--- config.mk ---
export PLATFORM = sky130hd
export DESIGN_NAME = sdfe_mul
export DESIGN_NICKNAME = d
export VERILOG_FILES = /design/src/sdfe_mul.sv
export SDC_FILE = /design/constraint.sdc
export NUM_CORES = 2
export LEC_CHECK = 0
export ABC_AREA = 1
export CORE_ASPECT_RATIO = 1.4
export CORE_UTILIZATION = 25
export CTS_CLUSTER_SIZE = 30
export DETAILED_ROUTE_END_ITERATION = 16
export DONT_BUFFER_PORTS = 1
export GPL_TIMING_DRIVEN = 0
export PLACE_DENSITY_LB_ADDON = 0.08
export SKIP_CTS_REPAIR_TIMING = 1
export SLEW_MARGIN = 20
export SYNTH_ARGS = -nofsm -noshare
export SYNTH_HDL_FRONTEND = slang
export SYNTH_SLANG_ARGS = --single-unit
--- constraint.sdc ---
create_clock -name clock -period 10.61 [get_ports clock]
set_input_delay 2.122 -clock clock [delete_from_list [all_inputs] [get_ports clock]]
set_output_delay 2.122 -clock clock [all_outputs]
set_load 0.005 [all_outputs]
--- src/sdfe_mul.sv ---
module sdfe_mul (
   input  logic               clock,
   input  logic               en,
   input  logic signed [32:0] a,
   input  logic signed [32:0] b,
   output logic signed [65:0] prod
);
   logic signed [65:0] prod_ff;

   always_ff @(posedge clock) begin
      if (en) prod_ff <= a * b;
   end

   assign prod = prod_ff;
endmodule

==> qor.csv <==
stage;metric;value;unit
critical_path;Data arrival, critical path;10.52;ns
synth;sequential area share after synthesis;4.521;%
layout;share of cells above drive strength 1;3.020;%
critical_path;CP top delay family;adder cells;
global_routing;grt total ovfl;0;
timing;final worst-path cycle share;98.19;%
layout;Final nets;6989;
synth;Synth top area share;52.29;%
timing;Final Hold Vio Count;0;
global_routing;vias in the first global route;38550;
timing;Slew Viols, Final;0;
critical_path;Max stage delay on crit path;1.01;ns
synth;Distinct cells, synth;35;
timing;min cycle time layout;10.42;ns
layout;area growth from synthesis to layout;7.835;%
global_routing;first-pass GRT wire length;302.2;mm
synth;Post-synth EDFFs;66;
global_routing;largest net degree at the start of global routing;67;
placement;Post-DP HPWL;186.2;mm
critical_path;Worst path slowest cell;clkbuf_1;
outcome;failing checks;DRC;
clocking;TritonCTS Buffers;9;
drt;routed vias/inst;4.344;
die;core area;0.1739;sq mm
timing;FMAX;95.98;MHz
global_routing;initial antenna violation count;20;
layout;filler instances;19560;
drt;drt initial violations;2027;
synth;Yosys reg bits;66;
timing;Slew @ Worst Pin;1.288;ns
die;FP Rows;181;
outcome;status;finished with violations;
hold_path;Worst Hold Class;primary input to flop;
critical_path;WP buf/inv;9;
drt;first-pass iteration count of the detailed router;13;
placement;Placed Instance Area;0.04686;sq mm
clocking;clock slew at reported path FFs;0.07;ns
critical_path;Crit path top cell by count;fa_1;
synth;ranking of synthesized cells by area;fa_1 52%, inv_1 16%, nand2_1 13%;
clocking;root buffer cell;clkbuf_16;
placement;I/O Buffers;0;
clocking;CTS max path bufs;2;
layout;Finished Cell Area;0.04727;sq mm
timing;final setup fails;0;
layout;max reg flops;66;
synth;async set-reset flop share out of synthesis;0;%
critical_path;startpoint types;primary input;
drt;routed vias;34130;
global_routing;Total Routing Usage GR;25.05;%
timing;Slew headroom;14.14;%
synth;leading register cell type out of synthesis;edfxtp_1;
die;die width;355.9;um
clocking;clock sinks;66;
drt;Routed WL per cell;27.66;um
placement;Place WS;-0.5384;ns
critical_path;kind of critical path;primary input to flop;
synth;Post-synth top cells;1,894 x inv_1, 1,517 x nand2_1, 1,145 x fa_1;
synth;Post-Syn Instances;5543;
drt;Antenna Violating Nets Remaining;0;
die;Ports;134;
critical_path;CP max FO;10;
synth;Yosys top cell by area;fa_1;
synth;Syn. warnings;0;
clocking;CTS tree;done;
placement;gpl congestion;0.9325;
synth;Synth Cell Area;0.04383;sq mm
drt;total routed wirelength;217.3;mm
synth;Synth Net Count;6973;
drt;Residual DRC;32;
clocking;Max H-tree Level;3;
synth;synthesized area per cell;7.908;sq um
critical_path;Crit. End Element;flop;
die;Die Height;497.5;um
die;initial core utilization;25.20;%
critical_path;worst endpoint required time;10.71;ns
die;Die ar.;0.1770;sq mm
timing;RSZ-0062 raised after global routing;no;
synth;most numerous cell in the Yosys netlist;inv_1;
job;Max Cap Viol;0;
timing;final worst setup slack;0.1916;ns
==> area by class of cell <==
cell class	count	area (sq um)	share of cell area, %
antenna	6	15.01	0.03176
buffer	263	1095	2.316
clock buffer	9	225.2	0.4765
clock inverter	6	106.4	0.2250
inverter	1895	7117	15.06
multi-input combinational	3319	33760	71.42
sequential	66	1982	4.193
tap	2287	2861	6.054
timing repair buffer	5	107.6	0.2276
==> through the flow <==
step	setup TNS (ns)	std cells	util (%)	hold WS (ns)
after floorplan	0	5543	-	2.235
after global placement	-30.46	7830	26.85	2.240
after detailed placement	-8.463	7833	26.94	2.238
after CTS	-0.8422	7848	27.13	1.848
after global routing	0	7850	27.17	1.857
final	0	7856	27.18	1.878
==> worst paths after layout <==
| path | from | endpoint | slack, ns | cells past startpoint |
|---|---|---|---|---|
| worst max-delay path | a[8] | prod[56] | 0.19 | 27 |
| worst min-delay path | en | prod[33] | 1.88 | 0 |
==> cells in the final DEF, fill, tap and decap left out, types with 5 or more instances in the layout <==
master	n
edfxtp_1	66
nor2_2	20
nand4_1	19
nand3_1	70
o21ai_0	19
clkbuf_1	179
ha_1	217
nand2_2	17
clkbuf_16	9
a21oi_1	61
nand3_2	8
nand2_1	1517
inv_1	1893
diode_2	6
nor3_1	7
o21bai_1	14
or2_2	5
xor2_1	37
clkbuf_2	82
nor2_1	131
fa_1	1142
==> logic make-up (layout without fill, tap and decap cells) <==
| logic type | Yosys count | in the layout | share of synthesized area (%) |
|---|---|---|---|
| other cells | 0 | 6 | 0 |
| compound gates | 106 | 106 | 1.356 |
| fa+ha+maj | 1362 | 1362 | 58.49 |
| simple gates | 1810 | 1810 | 16.34 |
| xor+xnor | 41 | 41 | 0.8192 |
| buf+inv | 2158 | 2178 | 18.48 |
| flops | 66 | 66 | 4.521 |
==> per-layer routing <==
| metal | routed length [um] | part of all wire [%] | up-vias | global-route usage (%) |
|---|---|---|---|---|
| li1 | - | - | 15110 | - |
| met1 | 80440 | 37 | 17820 | 28.36 |
| met2 | 112200 | 52 | 892 | 45.66 |
| met3 | 8722 | 4.0 | 293 | 1.940 |
| met4 | 15910 | 7.3 | 6 | 14.54 |
| met5 | 38 | 0.017 | - | 0 |
Power is left out: the tool's default activity adds up to more than one toggle a clock period on the data nets, which glitch-free logic cannot reach.
