## src/sdfe_sqrt.sv

```systemverilog
module sdfe_sqrt (
   input  logic        clock,
   input  logic        reset,
   input  logic        start,
   input  logic [63:0] n,
   output logic        done,
   output logic [31:0] root
);
   logic [63:0] n_ff, n_in;
   logic [34:0] rem_ff, rem_in;
   logic [31:0] root_ff, root_in;
   logic [4:0]  cnt_ff, cnt_in;
   logic        busy_ff, busy_in;
   logic        done_ff, done_in;
   logic [34:0] rem_sh;
   logic [34:0] trial;

   assign rem_sh = {rem_ff[32:0], n_ff[63:62]};
   assign trial  = {1'b0, root_ff, 2'b01};

   always_comb begin
      n_in    = n_ff;
      rem_in  = rem_ff;
      root_in = root_ff;
      cnt_in  = cnt_ff;
      busy_in = busy_ff;
      done_in = 1'b0;
      if (start) begin
         n_in    = n;
         rem_in  = '0;
         root_in = '0;
         cnt_in  = '0;
         busy_in = 1'b1;
      end else if (busy_ff) begin
         n_in   = {n_ff[61:0], 2'b00};
         cnt_in = cnt_ff + 5'd1;
         if (rem_sh >= trial) begin
            rem_in  = rem_sh - trial;
            root_in = {root_ff[30:0], 1'b1};
         end else begin
            rem_in  = rem_sh;
            root_in = {root_ff[30:0], 1'b0};
         end
         if (cnt_ff == '1) begin
            busy_in = 1'b0;
            done_in = 1'b1;
         end
      end
   end

   always_ff @(posedge clock) begin
      n_ff    <= n_in;
      rem_ff  <= rem_in;
      root_ff <= root_in;
      cnt_ff  <= cnt_in;
      if (reset) begin
         busy_ff <= 1'b0;
         done_ff <= 1'b0;
      end else begin
         busy_ff <= busy_in;
         done_ff <= done_in;
      end
   end

   assign done = done_ff;
   assign root = root_ff;
endmodule
```

## config.mk

```make
export PLATFORM = sky130hd
export DESIGN_NAME = sdfe_sqrt
export DESIGN_NICKNAME = d
export VERILOG_FILES = /design/src/sdfe_sqrt.sv
export SDC_FILE = /design/constraint.sdc
export NUM_CORES = 1
export LEC_CHECK = 0
export BUFFER_PORTS_ARGS = -buffer_cell sky130_fd_sc_hd__buf_2
export CAP_MARGIN = 20
export CORE_UTILIZATION = 42
export DETAILED_ROUTE_END_ITERATION = 6
export GPL_ROUTABILITY_DRIVEN = 0
export SKIP_CTS_REPAIR_TIMING = 1
export SLEW_MARGIN = 20
export SYNTH_ARGS = -nofsm -noshare
export SYNTH_HDL_FRONTEND = slang
export SYNTH_SLANG_ARGS = --single-unit
```

## constraint.sdc

```tcl
create_clock -name clock -period 3.28 [get_ports clock]
set_input_delay 0.492 -clock clock [delete_from_list [all_inputs] [get_ports clock]]
set_output_delay 0.492 -clock clock [all_outputs]
set_load 0.01 [all_outputs]
```

==> impl_metrics.csv <==
group,metric,value,unit
finish,final_nets,930,
global_routing,grt_pass1_wl,28100,um
global_routing,antenna_found_initial,0,
critical_path,end_kind,"flip-flop",
clocking,htreeDepth,4,
timing,worst_slack,0.247,ns
global_routing,overflow,0,
die,die_h,137,um
clocking,cts_root_buf,"clkbuf_16",
timing,timing.hold.ws,0.232,ns
die,die_x,137,um
placement,placed_area,8330,um^2
yosys,yosysUniqueCellTypes,75,
die,initial_utilization,43.6,%
timing,period_minus_slack,3.03,ns
timing,grt_setup_unrepaired,"no",
yosys,avgSynthCellArea,10.3,um^2
power,ir_drop,0.827,mV
die,dieArea,18700,um^2
power,p_leak,3.69,nW
critical_path,crit_chain,"inv_1 -> ha_1 -> and4_4 -> nand3_2 -> or3b_1 -> o211ai_2 -> a2111oi_4 -> o21ai_4 -> buf_12 -> mux2i_1 -> a211oi_1",
die,rows,48,
timing,skew,0.00696,ns
finish,drive_above_1_share,26.8,%
global_routing,grt.total_usage,19.2,%
routing,drt-wirelength-per-cell,16.0,um
hold_path,hold_end,"busy_ff$_SDFF_PP0_",
timing,slew_viol_final,0,
power,total_power,8.34,mW
hold_path,min_from,"reset",
finish,syn_to_final_growth,17.0,%
clocking,insertion_delay,0.42,ns
power,power_density,935,nW/um^2
clocking,cts_tree,"built",
finish,diodes,0,
critical_path,reg2reg_from,"root[22]$_SDFFE_PP0P_",
routing,drt-pass1-iter-count,5,
die,core,17500,um^2
finish,postLayoutCellArea,8910,um^2
placement,hpwl,11700,um
clocking,cts_made_buffers,17,
run_status,run_status,"completed",
critical_path,slowest_stage,"ha_1",
critical_path,reg2regPathDepth,11,
finish,instances_no_fill,1065,
routing,ant_nets,0,
critical_path,crit_type,"reg -> reg",
global_routing,grt_max_degree,121,
hold_path,worstHoldPathType,"in -> reg",
routing,wl,17100,um
critical_path,required,3.55,ns
finish,finish.utilization,51.0,%
critical_path,cpPeakStageDelay,0.48,ns
clocking,clk_pin_slew_worst_paths,0.06,ns
yosys,synth-seq-cells,136,
routing,drc_errors,0,
yosys,syn_inst,737,
hold_path,hold_depth,2,
routing,drt_iter0_markers,274,
timing,finalSetupTns,0,ns
yosys,synth_edf_count,64,
critical_path,cpLargestDelayFamily,"simple AND/OR/NAND/NOR gates",
run,maxCapViolCount,0,
yosys,netlist_area,7620,um^2
clocking,clkSinkCount,136,
yosys,synth_ff_type,"dfxtp_1",
yosys,synth_seq_area_share,44.1,%
timing,finalHoldViolCount,0,
placement,portBuffers,99,
timing,worst_pin_slew,0.872,ns
placement,placedCellCount,1033,
critical_path,rr_endpoint,"rem_ff[16]$_SDFFE_PP0P_",
critical_path,crit_fanout,16,
timing,finalSetupViolCount,0,
routing,vias_per_cell,5.48,
global_routing,grt_pass1_vias,5744,
routing,via_count,5835,
yosys,async_flop_share,0,%
placement,place_ws,0.276,ns
timing,slew_headroom,41.7,%
die,ios,100,
timing,fin_crit_sh,92.5,%
clocking,clk_path_buf_depth,2,
critical_path,cp.depth,11,
timing,clock.fmax,330,MHz
critical_path,start_kind,"flip-flop",
critical_path,worst-r2r-setup-slack,0.25,ns
critical_path,crit_buf_inv,2,
critical_path,cp.arrival,3.30,ns
yosys,ys_warn_count,0,
yosys,synth_nets,840,
[cell usage after synthesis (all sizes together), types with 15 or more instances]
master  count  area, um^2
buf        15        88.8
a211oi     20         150
edfxtp     64        1920
a21oi      32         168
ha         36         450
nand2      42         160
inv        45         169
mux2       62         698
nor2       82         308
clkbuf     24        91.3
o21ai      22         125
dfxtp      72        1440
xnor2      15         131
mux2i      49         490
[cell families (layout without fill, tap and decap cells)]
logic type | Yosys count | in the layout | share of synthesized area (%)
multiplexers | 111 | 111 | 15.6
XOR/XNOR | 23 | 23 | 2.64
adder cells (fa/ha/maj) | 36 | 36 | 5.91
AO/OA/AOI/OAI | 150 | 150 | 14.5
AND/OR/NAND/NOR | 197 | 197 | 12.6
buffers and inverters | 84 | 187 | 4.58
flip-flops | 136 | 136 | 44.1
[cell type report]
type,instances,area (um^2)
multi-input combinational,517,3910
clock buffer,17,425
clock inverter,15,159
timing repair buffer,110,606
fill,1621,8560
tap,225,282
sequential,136,3370
inverter,45,169
[per-layer routing]
| layer | track usage, % | wire length, um | vias to the layer above | share of wire (%) |
|---|---|---|---|---|
| li1 | - | - | 2889 | - |
| met4 | 7.90 | 331 | 0 | 1.9 |
| met2 | 30.7 | 7920 | 138 | 46 |
| met1 | 24.1 | 7880 | 2787 | 46 |
| met3 | 5.52 | 951 | 21 | 5.6 |
| met5 | 0 | 0 | - | 0 |
[cells in the final DEF, fill, tap and decap left out, types with 4 or more instances in the layout]
cell type   n
and2_1      7
buf_2      98
edfxtp_1   64
clkbuf_16  17
o21a_1      6
inv_6       5
nor2_1     82
a21o_1     13
inv_1      44
a311oi_1    8
o31ai_1     4
mux2_2     62
nand2_1    41
a311o_1     5
o21ai_1     4
o21ai_0    16
ha_1       36
inv_8       4
nor2b_1     4
xor2_1      8
a21oi_1    30
nand3_1    11
a211oi_1   20
nor3_1     12
o21bai_1    6
buf_4      10
mux2i_1    49
xnor2_1    15
nand4_1     8
and3_1      5
dfxtp_1    71
[registers in the layout, summed over array words and instances, names as in the netlist]
register	cells
busy_ff	1
cnt_ff	5
done	1
n_ff	64
rem_ff	33
root	32
[report_power, final]
part | total, mW | leakage, nW | internal (mW) | switching, mW
clock | 1.90 | 0.279 | 1.08 | 0.828
combinational | 4.26 | 2.18 | 1.86 | 2.40
sequential | 2.17 | 1.23 | 2.02 | 0.153
total | 8.34 | 3.69 | 4.96 | 3.38
[worst max-delay path by stage]
stage                     startpoint                       to  slack, ns
4_1_cts        root[22]$_SDFFE_PP0P_  rem_ff[12]$_SDFFE_PP0P_       0.26
3_3_place_gp   root[22]$_SDFFE_PP0P_  rem_ff[31]$_SDFFE_PP0P_       0.32
6_report       root[22]$_SDFFE_PP0P_  rem_ff[16]$_SDFFE_PP0P_       0.25
2_1_floorplan                  start    n_ff[0]$_SDFFCE_PN0P_       0.38
3_5_place_dp   root[22]$_SDFFE_PP0P_  rem_ff[31]$_SDFFE_PP0P_       0.28
5_1_grt        root[22]$_SDFFE_PP0P_  rem_ff[20]$_SDFFE_PP0P_       0.09
(Power assumes the default switching activity.)
