==> src/sdfe_pkg.sv <==
package sdfe_pkg;

   localparam int MAX_OBJECTS      = 32;
   localparam int WORDS_PER_OBJECT = 16;
   localparam int OBJ_W            = $clog2(MAX_OBJECTS);
   localparam int OBJ_CNT_W        = $clog2(MAX_OBJECTS + 1);
   localparam int WORD_W           = $clog2(WORDS_PER_OBJECT);
   localparam int TBL_DEPTH        = MAX_OBJECTS * WORDS_PER_OBJECT;
   localparam int TBL_AW           = $clog2(TBL_DEPTH);
   localparam int CFG_W            = 6;
   localparam int REQ_W            = 144;
   localparam int RSP_W            = 32;
   localparam int PC_W             = 7;
   localparam int RF_AW            = 4;

   localparam logic KIND_WRITE = 1'b0;
   localparam logic KIND_QUERY = 1'b1;

   localparam logic signed [31:0] Q_ONE    = 32'sd65536;
   localparam logic signed [31:0] Q_HALF   = 32'sd32768;
   localparam logic signed [31:0] Q_RSQRT2 = 32'sd46341;
   localparam logic signed [31:0] Q_MAX    = 32'sh7fffffff;
   localparam logic signed [31:0] Q_MIN    = 32'sh80000000;

   typedef enum logic [4:0] {
      OP_ADD, OP_SUB, OP_MAX, OP_MIN, OP_NEG, OP_ABS, OP_MOVB,
      OP_MUL, OP_SQ0, OP_SQA, OP_SQRT, OP_LDTW, OP_CHK, OP_JMP,
      OP_JTYPE, OP_JOP, OP_NXT, OP_OUT
   } op_type;

   typedef enum logic [2:0] {
      S_IDLE, S_RD, S_EX, S_MUL, S_SQ, S_SQRT, S_OUT
   } state_type;

   // scratch registers
   localparam logic [RF_AW-1:0] R_DIST = 4'd0;
   localparam logic [RF_AW-1:0] R_M0   = 4'd1;
   localparam logic [RF_AW-1:0] R_M1   = 4'd2;
   localparam logic [RF_AW-1:0] R_M2   = 4'd3;
   localparam logic [RF_AW-1:0] R_A    = 4'd4;
   localparam logic [RF_AW-1:0] R_B    = 4'd5;
   localparam logic [RF_AW-1:0] R_C    = 4'd6;
   localparam logic [RF_AW-1:0] R_D    = 4'd7;
   localparam logic [RF_AW-1:0] R_E    = 4'd8;
   localparam logic [RF_AW-1:0] R_F    = 4'd9;
   localparam logic [RF_AW-1:0] R_BL   = 4'd10;
   localparam logic [RF_AW-1:0] R_OD   = 4'd11;

   // constant operands
   localparam logic [3:0] K_ZERO = 4'd0;
   localparam logic [3:0] K_HALF = 4'd1;
   localparam logic [3:0] K_ONE  = 4'd2;
   localparam logic [3:0] K_RSQ2 = 4'd3;
   localparam logic [3:0] K_PX   = 4'd4;
   localparam logic [3:0] K_PY   = 4'd5;
   localparam logic [3:0] K_PZ   = 4'd6;

   localparam logic [3:0] W_SCALE = 4'd12;
   localparam logic [3:0] W_BLEND = 4'd13;
   localparam logic [3:0] W_TYPE  = 4'd14;

   localparam logic SRC_REG = 1'b0;
   localparam logic SRC_TBL = 1'b1;
   localparam logic SRC_CON = 1'b1;

   localparam logic [PC_W-1:0] L_OBJ   = 7'd1;
   localparam logic [PC_W-1:0] L_JT    = 7'd23;
   localparam logic [PC_W-1:0] L_SPH   = 7'd27;
   localparam logic [PC_W-1:0] L_BOX   = 7'd33;
   localparam logic [PC_W-1:0] L_PIPE  = 7'd53;
   localparam logic [PC_W-1:0] L_DON   = 7'd61;
   localparam logic [PC_W-1:0] L_SCALE = 7'd68;
   localparam logic [PC_W-1:0] L_JO    = 7'd70;
   localparam logic [PC_W-1:0] L_DR    = 7'd78;
   localparam logic [PC_W-1:0] L_DC    = 7'd80;
   localparam logic [PC_W-1:0] L_ZR    = 7'd82;
   localparam logic [PC_W-1:0] L_UR    = 7'd84;
   localparam logic [PC_W-1:0] L_UC    = 7'd95;
   localparam logic [PC_W-1:0] L_IR    = 7'd101;
   localparam logic [PC_W-1:0] L_IC    = 7'd113;
   localparam logic [PC_W-1:0] L_NEXT  = 7'd119;
   localparam logic [PC_W-1:0] L_DONE  = 7'd120;

   typedef struct packed {
      op_type           op;
      logic [RF_AW-1:0] dst;
      logic             xt;
      logic [3:0]       xi;
      logic             yc;
      logic [3:0]       yi;
      logic [PC_W-1:0]  tgt;
   } uins_type;

   function automatic logic signed [31:0] sat_w(input logic signed [48:0] v);
      if (v > 49'(Q_MAX)) return Q_MAX;
      if (v < 49'(Q_MIN)) return Q_MIN;
      return v[31:0];
   endfunction

   function automatic logic signed [31:0] qround(input logic signed [65:0] p);
      logic signed [65:0] v;
      v = p + 66'sd32768;
      return sat_w($signed(v[64:16]));
   endfunction

   function automatic uins_type ui(input op_type op, input logic [3:0] d, input logic xt,
                                   input logic [3:0] xi, input logic yc,
                                   input logic [3:0] yi, input logic [PC_W-1:0] t);
      uins_type u;
      u.op = op; u.dst = d; u.xt = xt; u.xi = xi; u.yc = yc; u.yi = yi; u.tgt = t;
      return u;
   endfunction

   function automatic uins_type rr(input op_type op, input logic [3:0] d,
                                   input logic [3:0] x, input logic [3:0] y);
      return ui(op, d, SRC_REG, x, SRC_REG, y, L_OBJ);
   endfunction

   function automatic uins_type rk(input op_type op, input logic [3:0] d,
                                   input logic [3:0] x, input logic [3:0] k);
      return ui(op, d, SRC_REG, x, SRC_CON, k, L_OBJ);
   endfunction

   function automatic uins_type tk(input op_type op, input logic [3:0] d,
                                   input logic [3:0] w, input logic [3:0] k);
      return ui(op, d, SRC_TBL, w, SRC_CON, k, L_OBJ);
   endfunction

   function automatic uins_type tr(input op_type op, input logic [3:0] d,
                                   input logic [3:0] w, input logic [3:0] y);
      return ui(op, d, SRC_TBL, w, SRC_REG, y, L_OBJ);
   endfunction

   function automatic uins_type jp(input op_type op, input logic [PC_W-1:0] t);
      return ui(op, R_DIST, SRC_REG, R_DIST, SRC_REG, R_DIST, t);
   endfunction

   function automatic uins_type rom_fetch(input logic [PC_W-1:0] pc);
      uins_type u;
      unique case (pc)
         7'd0:   u = rk(OP_MOVB, R_DIST, R_DIST, K_PY);
         7'd1:   u = jp(OP_CHK, L_DONE);
         7'd2:   u = tk(OP_MUL, R_M0, 4'd0, K_PX);
         7'd3:   u = tk(OP_MUL, R_A, 4'd1, K_PY);
         7'd4:   u = rr(OP_ADD, R_M0, R_M0, R_A);
         7'd5:   u = tk(OP_MUL, R_A, 4'd2, K_PZ);
         7'd6:   u = rr(OP_ADD, R_M0, R_M0, R_A);
         7'd7:   u = tr(OP_ADD, R_M0, 4'd3, R_M0);
         7'd8:   u = tk(OP_MUL, R_M1, 4'd4, K_PX);
         7'd9:   u = tk(OP_MUL, R_A, 4'd5, K_PY);
         7'd10:  u = rr(OP_ADD, R_M1, R_M1, R_A);
         7'd11:  u = tk(OP_MUL, R_A, 4'd6, K_PZ);
         7'd12:  u = rr(OP_ADD, R_M1, R_M1, R_A);
         7'd13:  u = tr(OP_ADD, R_M1, 4'd7, R_M1);
         7'd14:  u = tk(OP_MUL, R_M2, 4'd8, K_PX);
         7'd15:  u = tk(OP_MUL, R_A, 4'd9, K_PY);
         7'd16:  u = rr(OP_ADD, R_M2, R_M2, R_A);
         7'd17:  u = tk(OP_MUL, R_A, 4'd10, K_PZ);
         7'd18:  u = rr(OP_ADD, R_M2, R_M2, R_A);
         7'd19:  u = tr(OP_ADD, R_M2, 4'd11, R_M2);
         7'd20:  u = tk(OP_LDTW, R_DIST, W_TYPE, K_ZERO);
         7'd21:  u = tk(OP_ADD, R_BL, W_BLEND, K_ZERO);
         7'd22:  u = jp(OP_JTYPE, L_JT);
         7'd23:  u = jp(OP_JMP, L_SPH);
         7'd24:  u = jp(OP_JMP, L_BOX);
         7'd25:  u = jp(OP_JMP, L_PIPE);
         7'd26:  u = jp(OP_JMP, L_DON);
         7'd27:  u = rr(OP_SQ0, R_A, R_M0, R_M0);
         7'd28:  u = rr(OP_SQA, R_A, R_M1, R_M1);
         7'd29:  u = rr(OP_SQA, R_A, R_M2, R_M2);
         7'd30:  u = rr(OP_SQRT, R_A, R_A, R_A);
         7'd31:  u = rk(OP_SUB, R_OD, R_A, K_HALF);
         7'd32:  u = jp(OP_JMP, L_SCALE);
         7'd33:  u = rr(OP_ABS, R_A, R_M0, R_M0);
         7'd34:  u = rk(OP_SUB, R_A, R_A, K_HALF);
         7'd35:  u = rr(OP_ABS, R_B, R_M1, R_M1);
         7'd36:  u = rk(OP_SUB, R_B, R_B, K_HALF);
         7'd37:  u = rr(OP_ABS, R_C, R_M2, R_M2);
         7'd38:  u = rk(OP_SUB, R_C, R_C, K_HALF);
         7'd39:  u = rk(OP_MAX, R_D, R_A, K_ZERO);
         7'd40:  u = rr(OP_SQ0, R_D, R_D, R_D);
         7'd41:  u = rk(OP_MAX, R_D, R_B, K_ZERO);
         7'd42:  u = rr(OP_SQA, R_D, R_D, R_D);
         7'd43:  u = rk(OP_MAX, R_D, R_C, K_ZERO);
         7'd44:  u = rr(OP_SQA, R_D, R_D, R_D);
         7'd45:  u = rr(OP_SQRT, R_D, R_D, R_D);
         7'd46:  u = rk(OP_MIN, R_E, R_A, K_ZERO);
         7'd47:  u = rk(OP_MIN, R_F, R_B, K_ZERO);
         7'd48:  u = rr(OP_MAX, R_E, R_E, R_F);
         7'd49:  u = rk(OP_MIN, R_F, R_C, K_ZERO);
         7'd50:  u = rr(OP_MAX, R_E, R_E, R_F);
         7'd51:  u = rr(OP_ADD, R_OD, R_D, R_E);
         7'd52:  u = jp(OP_JMP, L_SCALE);
         7'd53:  u = rr(OP_SQ0, R_A, R_M0, R_M0);
         7'd54:  u = rr(OP_SQA, R_A, R_M2, R_M2);
         7'd55:  u = rr(OP_SQRT, R_A, R_A, R_A);
         7'd56:  u = rk(OP_SUB, R_A, R_A, K_HALF);
         7'd57:  u = rr(OP_ABS, R_B, R_M1, R_M1);
         7'd58:  u = rk(OP_SUB, R_B, R_B, K_ONE);
         7'd59:  u = rr(OP_MAX, R_OD, R_A, R_B);
         7'd60:  u = jp(OP_JMP, L_SCALE);
         7'd61:  u = rr(OP_SQ0, R_A, R_M0, R_M0);
         7'd62:  u = rr(OP_SQA, R_A, R_M2, R_M2);
         7'd63:  u = rr(OP_SQRT, R_A, R_A, R_A);
         7'd64:  u = rk(OP_SUB, R_A, R_A, K_ONE);
         7'd65:  u = rr(OP_SQ0, R_A, R_A, R_A);
         7'd66:  u = rr(OP_SQA, R_A, R_M1, R_M1);
         7'd67:  u = rr(OP_SQRT, R_OD, R_A, R_A);
         7'd68:  u = tr(OP_MUL, R_OD, W_SCALE, R_OD);
         7'd69:  u = jp(OP_JOP, L_JO);
         7'd70:  u = jp(OP_JMP, L_UR);
         7'd71:  u = jp(OP_JMP, L_UC);
         7'd72:  u = jp(OP_JMP, L_DR);
         7'd73:  u = jp(OP_JMP, L_DC);
         7'd74:  u = jp(OP_JMP, L_IR);
         7'd75:  u = jp(OP_JMP, L_IC);
         7'd76:  u = jp(OP_JMP, L_ZR);
         7'd77:  u = jp(OP_JMP, L_ZR);
         7'd78:  u = rr(OP_NEG, R_OD, R_OD, R_OD);
         7'd79:  u = jp(OP_JMP, L_IR);
         7'd80:  u = rr(OP_NEG, R_OD, R_OD, R_OD);
         7'd81:  u = jp(OP_JMP, L_IC);
         7'd82:  u = rk(OP_MOVB, R_DIST, R_DIST, K_ZERO);
         7'd83:  u = jp(OP_JMP, L_NEXT);
         7'd84:  u = rr(OP_SUB, R_A, R_BL, R_DIST);
         7'd85:  u = rk(OP_MAX, R_A, R_A, K_ZERO);
         7'd86:  u = rr(OP_SUB, R_B, R_BL, R_OD);
         7'd87:  u = rk(OP_MAX, R_B, R_B, K_ZERO);
         7'd88:  u = rr(OP_MIN, R_C, R_DIST, R_OD);
         7'd89:  u = rr(OP_MAX, R_C, R_BL, R_C);
         7'd90:  u = rr(OP_SQ0, R_A, R_A, R_A);
         7'd91:  u = rr(OP_SQA, R_B, R_B, R_B);
         7'd92:  u = rr(OP_SQRT, R_D, R_D, R_D);
         7'd93:  u = rr(OP_SUB, R_DIST, R_C, R_D);
         7'd94:  u = jp(OP_JMP, L_NEXT);
         7'd95:  u = rr(OP_SUB, R_A, R_DIST, R_BL);
         7'd96:  u = rr(OP_ADD, R_A, R_A, R_OD);
         7'd97:  u = rk(OP_MUL, R_A, R_A, K_RSQ2);
         7'd98:  u = rr(OP_MIN, R_B, R_DIST, R_OD);
         7'd99:  u = rr(OP_MIN, R_DIST, R_B, R_A);
         7'd100: u = jp(OP_JMP, L_NEXT);
         7'd101: u = rr(OP_ADD, R_A, R_BL, R_DIST);
         7'd102: u = rk(OP_MAX, R_A, R_A, K_ZERO);
         7'd103: u = rr(OP_ADD, R_B, R_BL, R_OD);
         7'd104: u = rk(OP_MAX, R_B, R_B, K_ZERO);
         7'd105: u = rr(OP_NEG, R_C, R_BL, R_BL);
         7'd106: u = rr(OP_MAX, R_D, R_DIST, R_OD);
         7'd107: u = rr(OP_MIN, R_C, R_C, R_D);
         7'd108: u = rr(OP_SQ0, R_A, R_A, R_A);
         7'd109: u = rr(OP_SQA, R_B, R_B, R_B);
         7'd110: u = rr(OP_SQRT, R_D, R_D, R_D);
         7'd111: u = rr(OP_ADD, R_DIST, R_C, R_D);
         7'd112: u = jp(OP_JMP, L_NEXT);
         7'd113: u = rr(OP_ADD, R_A, R_DIST, R_BL);
         7'd114: u = rr(OP_ADD, R_A, R_A, R_OD);
         7'd115: u = rk(OP_MUL, R_A, R_A, K_RSQ2);
         7'd116: u = rr(OP_MAX, R_B, R_DIST, R_OD);
         7'd117: u = rr(OP_MAX, R_DIST, R_B, R_A);
         7'd118: u = jp(OP_JMP, L_NEXT);
         7'd119: u = jp(OP_NXT, L_OBJ);
         default: u = rr(OP_OUT, R_DIST, R_DIST, R_DIST);
      endcase
      return u;
   endfunction

endpackage

==> src/sdfe_alu.sv <==
module sdfe_alu (
   input  sdfe_pkg::op_type     op,
   input  logic signed [31:0]   x,
   input  logic signed [31:0]   y,
   output logic signed [31:0]   res
);
   import sdfe_pkg::*;

   logic signed [32:0] sx;
   logic signed [32:0] sy;

   assign sx = {x[31], x};
   assign sy = {y[31], y};

   always_comb begin
      unique case (op)
         OP_ADD:  res = sat_w(49'(sx + sy));
         OP_SUB:  res = sat_w(49'(sx - sy));
         OP_MAX:  res = (x > y) ? x : y;
         OP_MIN:  res = (x < y) ? x : y;
         OP_NEG:  res = sat_w(49'(-sy));
         OP_ABS:  res = y[31] ? sat_w(49'(-sy)) : y;
         OP_MOVB: res = y;
         default: res = '0;
      endcase
   end
endmodule

==> config.mk <==
export PLATFORM = sky130hd
export DESIGN_NAME = sdfe_alu
export DESIGN_NICKNAME = d
export VERILOG_FILES = /design/src/sdfe_pkg.sv /design/src/sdfe_alu.sv
export SDC_FILE = /design/constraint.sdc
export NUM_CORES = 1
export LEC_CHECK = 0
export BUFFER_PORTS_ARGS = -buffer_cell sky130_fd_sc_hd__buf_4
export CAP_MARGIN = 5
export CORE_MARGIN = 4
export CORE_UTILIZATION = 40
export DETAILED_ROUTE_END_ITERATION = 8
export PLACE_DENSITY_LB_ADDON = 0.25
export SYNTH_ARGS = -nofsm -noshare
export SYNTH_HDL_FRONTEND = slang
export SYNTH_SLANG_ARGS = --single-unit
==> constraint.sdc <==
create_clock -name vclk -period 5
set_input_delay 0.5 -clock vclk [all_inputs]
set_output_delay 0.5 -clock vclk [all_outputs]
set_load 0.1 [all_outputs]
==> reports/metrics.cfg, run 1 <==
[power]
power_switching_share_pct = 67.3
pwr-share-clk_pct = 0
seq_power_share_pct = 0
ir_drop_v = 0.0000756
powerDensity_mw_per_mm2 = 139
comb_power_share_pct = 100.0
p_int_uw = 367
leakagePower_nw = 3.43
switching_power_uw = 755

[synthesis]
synth_top_area_cell = ha_1
synthCells = 1022
syn_area_per_cell_um2 = 6.27
yosys-top-cells-area = ha_1 (13%), a21oi_1 (7.2%), xnor2_1 (6.1%)
synth_compound_gate_area_share_pct = 39.2
netlist.area_leader.share_pct = 12.9
synth_top_family_by_area = compound AO/OA/AOI/OAI gates
syn_nets = 1159
synth_xor_xnor_area_share_pct = 7.51
synth_seq_area_share_pct = 0
yosys.area_share.simple_pct = 31.4
yosys_warnings = 0
yosys.area_share.adder_pct = 13.5
muxShareOfSynthArea_pct = 0.664
synth.cell_area_mm2 = 0.00641
synthDistinctLibCells = 78

[critical_path]
cp-start-kind = primary input
path_depth = 15
cp-endpoint = res[26]
slowest_stage = a2111oi_0
cpPeakStageDelay_ns = 0.56
crit_start = y[5]
crit_arrival_ns = 4.41
path_buf_inv = 5
cp_cell_sequence = buf_4 -> inv_1 -> ha_1 -> inv_1 -> a2111oi_0 -> a211oi_2 -> buf_4 -> o211a_1 -> or3_1 -> a31oi_1 -> o31ai_1 -> xnor2_1 -> a221oi_1 -> nand3_1 -> buf_4
cp_common_cell = buf_4
worstPathRequired_ns = 4.50
crit_family = compound AO/OA/AOI/OAI gates
critPathKind = in -> out
worst_setup_path_end_kind = primary output
crit_fanout = 7

[grt]
grt_max_degree = 40
grt_pass1_vias = 8429
grt.busiest_layer = met2
grt_use_total_pct = 35.6
use_met3_pct = 9.95
grtUsageMet2_pct = 52.8
grtUsageMet1_pct = 51.5
grt_pass1_wl_um = 50200
grt-ovfl-total = 0
antenna_found_initial = 0

[sta]
drv_slew = 0
max_slew_margin_pct = 44.8
finalCriticalPeriod_ns = 4.91
finalSetupTns_ns = 0
final.period_utilization_pct = 98.2
rsz0062_at_grt = yes
max_freq_ghz = 0.204
finalSetupViolations = 0
timing.hold.ws_ns = 1.51
hold_violations = 0
worst_pin_slew_ns = 0.828

[layout]
finalNonFillerCells = 1374
finalNetCount = 1297
syn2layout_area_growth_pct = 26.3
post-route-util_pct = 51.3
drive_above_1_share_pct = 22.0
diodes = 0
nClkBuffers = 0
seqCellArea_um2 = 0
seq_cells = 0
design_area_mm2 = 0.00810

[floorplan]
die_width_um = 135
core-area_mm2 = 0.0158
die_area_mm2 = 0.0181
die_h_um = 135
rows = 46
initial_core_util_pct = 40.7
pin_count = 101

[place]
portBuffers = 101
gp_congestion = 1.06
placed_cells = 1373
dpl_cell_area_mm2 = 0.00802
dp_hpwl_um = 27800

[routing]
drc_errors = 0
routedWlPerCell_um = 24.6
ant_nets = 0
first_pass_iters = 7
via_count = 9160
wl_um = 33800
drtIter0Drc = 1225
avgViaCountPerCell = 6.67

[job]
cap_violations = 0

[clock_network]
cts_hold_buf = 0

[min_path]
hp-class = in -> out
min_path_cells = 3

[run_status]
status = complete, no violations

==> through the flow <==
step	setup WS, ns	power, mW
2_1_floorplan	0.00974	0.711
3_3_place_gp	0.0185	1.08
3_5_place_dp	0.0225	1.08
4_1_cts	0.0565	1.08
5_1_grt	-0.0521	1.18
6_report	0.0886	1.12
==> cell usage after synthesis (all sizes together) (13+ instances only) <==
cell type,n
a21oi,92
a221oi,14
a31oi,19
clkbuf,58
ha,66
inv,62
nand2,83
nand3,30
nand4,24
nor2,104
nor2b,16
nor3,32
nor4,21
o211ai,13
o21ai,78
o21bai,16
o22ai,15
or3,15
xnor2,45
==> power groups by stage <==
stage,sequential (mW),combinational (mW),clock [mW]
global placement,0,1.08,0
floorplan,0,0.711,0
detailed placement,0,1.08,0
finish,0,1.12,0
CTS,0,1.08,0
global route,0,1.18,0
==> cells in the final DEF (no fill, tap or decap), drive strengths merged, types with 15 or more instances in the layout <==
master	count
o21bai	16
ha	66
nor4	21
nand2	83
xnor2	45
inv	62
nand4	24
nor3	32
o21ai	78
or3	15
nand3	30
a21oi	92
nor2	104
buf	201
o22ai	15
nor2b	16
a31oi	19
==> how the worst min path moves through the flow <==
| stage | start | slack, ns | endpoint |
|---|---|---|---|
| 2_1_floorplan | y[12] | 1.44 | res[12] |
| 3_3_place_gp | x[0] | 1.51 | res[0] |
| 4_1_cts | x[0] | 1.52 | res[0] |
| 3_5_place_dp | x[0] | 1.51 | res[0] |
| 5_1_grt | x[5] | 1.53 | res[5] |
| 6_report | y[28] | 1.51 | res[28] |
==> kinds of logic after synthesis <==
group | Yosys count
simple gates | 392
compound gates | 376
buf+inv | 127
fa+ha+maj | 68
xor+xnor | 55
mux | 4
==> per-layer routing <==
metal | up-vias | wire length, µm
met1 | 4310 | 14200
li1 | 4119 | -
met5 | - | 0
met4 | 0 | 890
met3 | 69 | 4710
met2 | 662 | 14000
==> what timing repair did <==
item	4_1_cts	5_1_grt
endpoints found under the setup margin	1	27
pin swaps	0	1
resized for setup	1	15
setup buffers	0	1
==> layout make-up <==
| type | count | area [µm²] |
|---|---|---|
| inverters | 62 | 233 |
| multi-input cells | 895 | 6040 |
| well taps | 216 | 270 |
| repair buffers | 201 | 1550 |
| fillers | 1729 | 7670 |
No activity file was read; power rests on OpenSTA's default activity.
==> inputs of run 2 (changes only) <==
--- a/config.mk
+++ b/config.mk
@@ -10,7 +10,10 @@
 export CORE_MARGIN = 4
 export CORE_UTILIZATION = 40
 export DETAILED_ROUTE_END_ITERATION = 8
+export GPL_TIMING_DRIVEN = 0
+export MAX_ROUTING_LAYER = met4
 export PLACE_DENSITY_LB_ADDON = 0.25
+export REMOVE_ABC_BUFFERS = 1
 export SYNTH_ARGS = -nofsm -noshare
 export SYNTH_HDL_FRONTEND = slang
 export SYNTH_SLANG_ARGS = --single-unit
==> reports/metrics.cfg, run 2 (synthesis gave the netlist of run 1 again) <==
[routing]
first_pass_iters = 7
ant_nets = 0
routedWlPerCell_um = 24.6
avgViaCountPerCell = 6.73
via_count = 8923
drtIter0Drc = 1175
drc_errors = 0
wl_um = 32500

[sta]
finalSetupViolations = 1
fin_ws_ns = -0.00156
max_slew_margin_pct = 38.3
max_freq_ghz = 0.200
hold_violations = 0
worst_pin_slew_ns = 0.925
finalCriticalPeriod_ns = 5.00
final.period_utilization_pct = 100
drv_slew = 0
timing.hold.ws_ns = 1.49

[floorplan]
die_area_mm2 = 0.0181
die_h_um = 135
rows = 46
initial_core_util_pct = 40.7
die_width_um = 135
core-area_mm2 = 0.0158
pin_count = 101

[place]
gp_congestion = 1.08
dp_hpwl_um = 24500
pre_cts_slack_ns = -1.29
portBuffers = 101

[layout]
diodes = 0
seqCellArea_um2 = 0
final_cell_mix = buf_4 (137), nor2_1 (94), a21oi_1 (89)
syn2layout_area_growth_pct = 25.8
nClkBuffers = 0
drive_above_1_share_pct = 21.3
fill_cells = 1650
final_common_cell = buf_4
finalNetCount = 1248
seq_cells = 0

[power]
leakagePower_nw = 3.22
ir_drop_v = 0.0000955
powerDensity_mw_per_mm2 = 137

[critical_path]
crit_fanout = 9
cp_cell_sequence = buf_4 -> clkinvlp_4 -> ha_4 -> nor3b_4 -> nand3_1 -> o41ai_1 -> nand4_1 -> or4_4 -> or3_4 -> nand3b_1 -> buf_4 -> nor2_2 -> nor3_4 -> buf_12 -> o21a_1 -> nand4_1 -> buf_12
cpPeakStageDelay_ns = 0.57
worstPathRequired_ns = 4.50
cp-start-kind = primary input
critPathKind = in -> out
crit_arrival_ns = 4.50
slowest_stage = or4_4
worst_setup_path_end_kind = primary output

[grt]
grt_use_total_pct = 34.7
grt_max_degree = 41
grt_pass1_wl_um = 48000
antenna_found_initial = 0
grt-ovfl-total = 0
grt_pass1_vias = 8228

[run_status]
violations = setup timing
status = finished, violations left

[min_path]
hp-class = in -> out

[job]
cap_violations = 0

==> run 2: changes by cell type in the layout (fill, tap and decap cells not counted), moves of 4 or more <==
cell and delta:
ha_1 -6, o2111ai_2 -7, nor2_4 +7, nor2_1 -5
o2111ai_1 +7, buf_12 +4, buf_4 -60, ha_2 +4
nor4_1 -4
==> run 2: timing repair <==
action,4_1_cts,5_1_grt
hold buffers,0,0
gates cloned,1,0
endpoints found under the setup margin,31,30
pin swaps,8,17
setup buffers,22,25
resized for setup,55,33
==> run 2: cell type report <==
type                            instances  area [µm²]  share of cell area [%]
Inverter                               62         240                    2.98
Timing Repair Buffer                  151        1250                    15.5
Multi-Input combinational cell        896        6310                    78.2
Tap cell                              216         270                    3.35
==> run 2: worst max-delay path, delay by kind of cell <==
family / cells / cell delay (ns)
AND/OR/NAND/NOR: 9 / 2.40
AO/OA/AOI/OAI: 2 / 0.58
adder cells (fa/ha/maj): 1 / 0.18
buffers and inverters: 5 / 0.82
==> run 2: report_power, final <==
group          total (mW)  leakage [nW]  internal [mW]  switching, mW
combinational        1.10          3.22          0.355          0.750
clock                   0             0              0              0
sequential              0             0              0              0
total                1.10          3.22          0.355          0.750
==> run 2: worst paths after layout <==
path,to,start,cells past startpoint,slack [ns]
max,res[19],y[1],17,-0.002
min,res[19],x[19],4,1.49
==> run 2: routing by layer <==
| layer | share of wire, % | GRT usage [%] |
|---|---|---|
| met4 | 3.9 | 11.4 |
| met3 | 13 | 5.85 |
| met5 | 0 | - |
| met1 | 41 | 48.7 |
| met2 | 42 | 50.6 |
==> run 2: through the flow <==
| stage | instances | util, % | instance area, µm² | setup TNS [ns] | total power, mW |
|---|---|---|---|---|---|
| 2_1_floorplan | 957 | - | 6150 | -2.08 | 0.686 |
| 3_5_place_dp | 1277 | 45.8 | 7230 | -28.18 | 0.989 |
| 4_1_cts | 1300 | 48.6 | 7670 | 0 | 1.03 |
| 6_report | 1325 | 51.2 | 8070 | -0.00156 | 1.10 |
| 5_1_grt | 1325 | 51.2 | 8070 | -0.0419 | 1.16 |
| 3_3_place_gp | 1274 | 45.5 | 7180 | -46.03 | 0.986 |
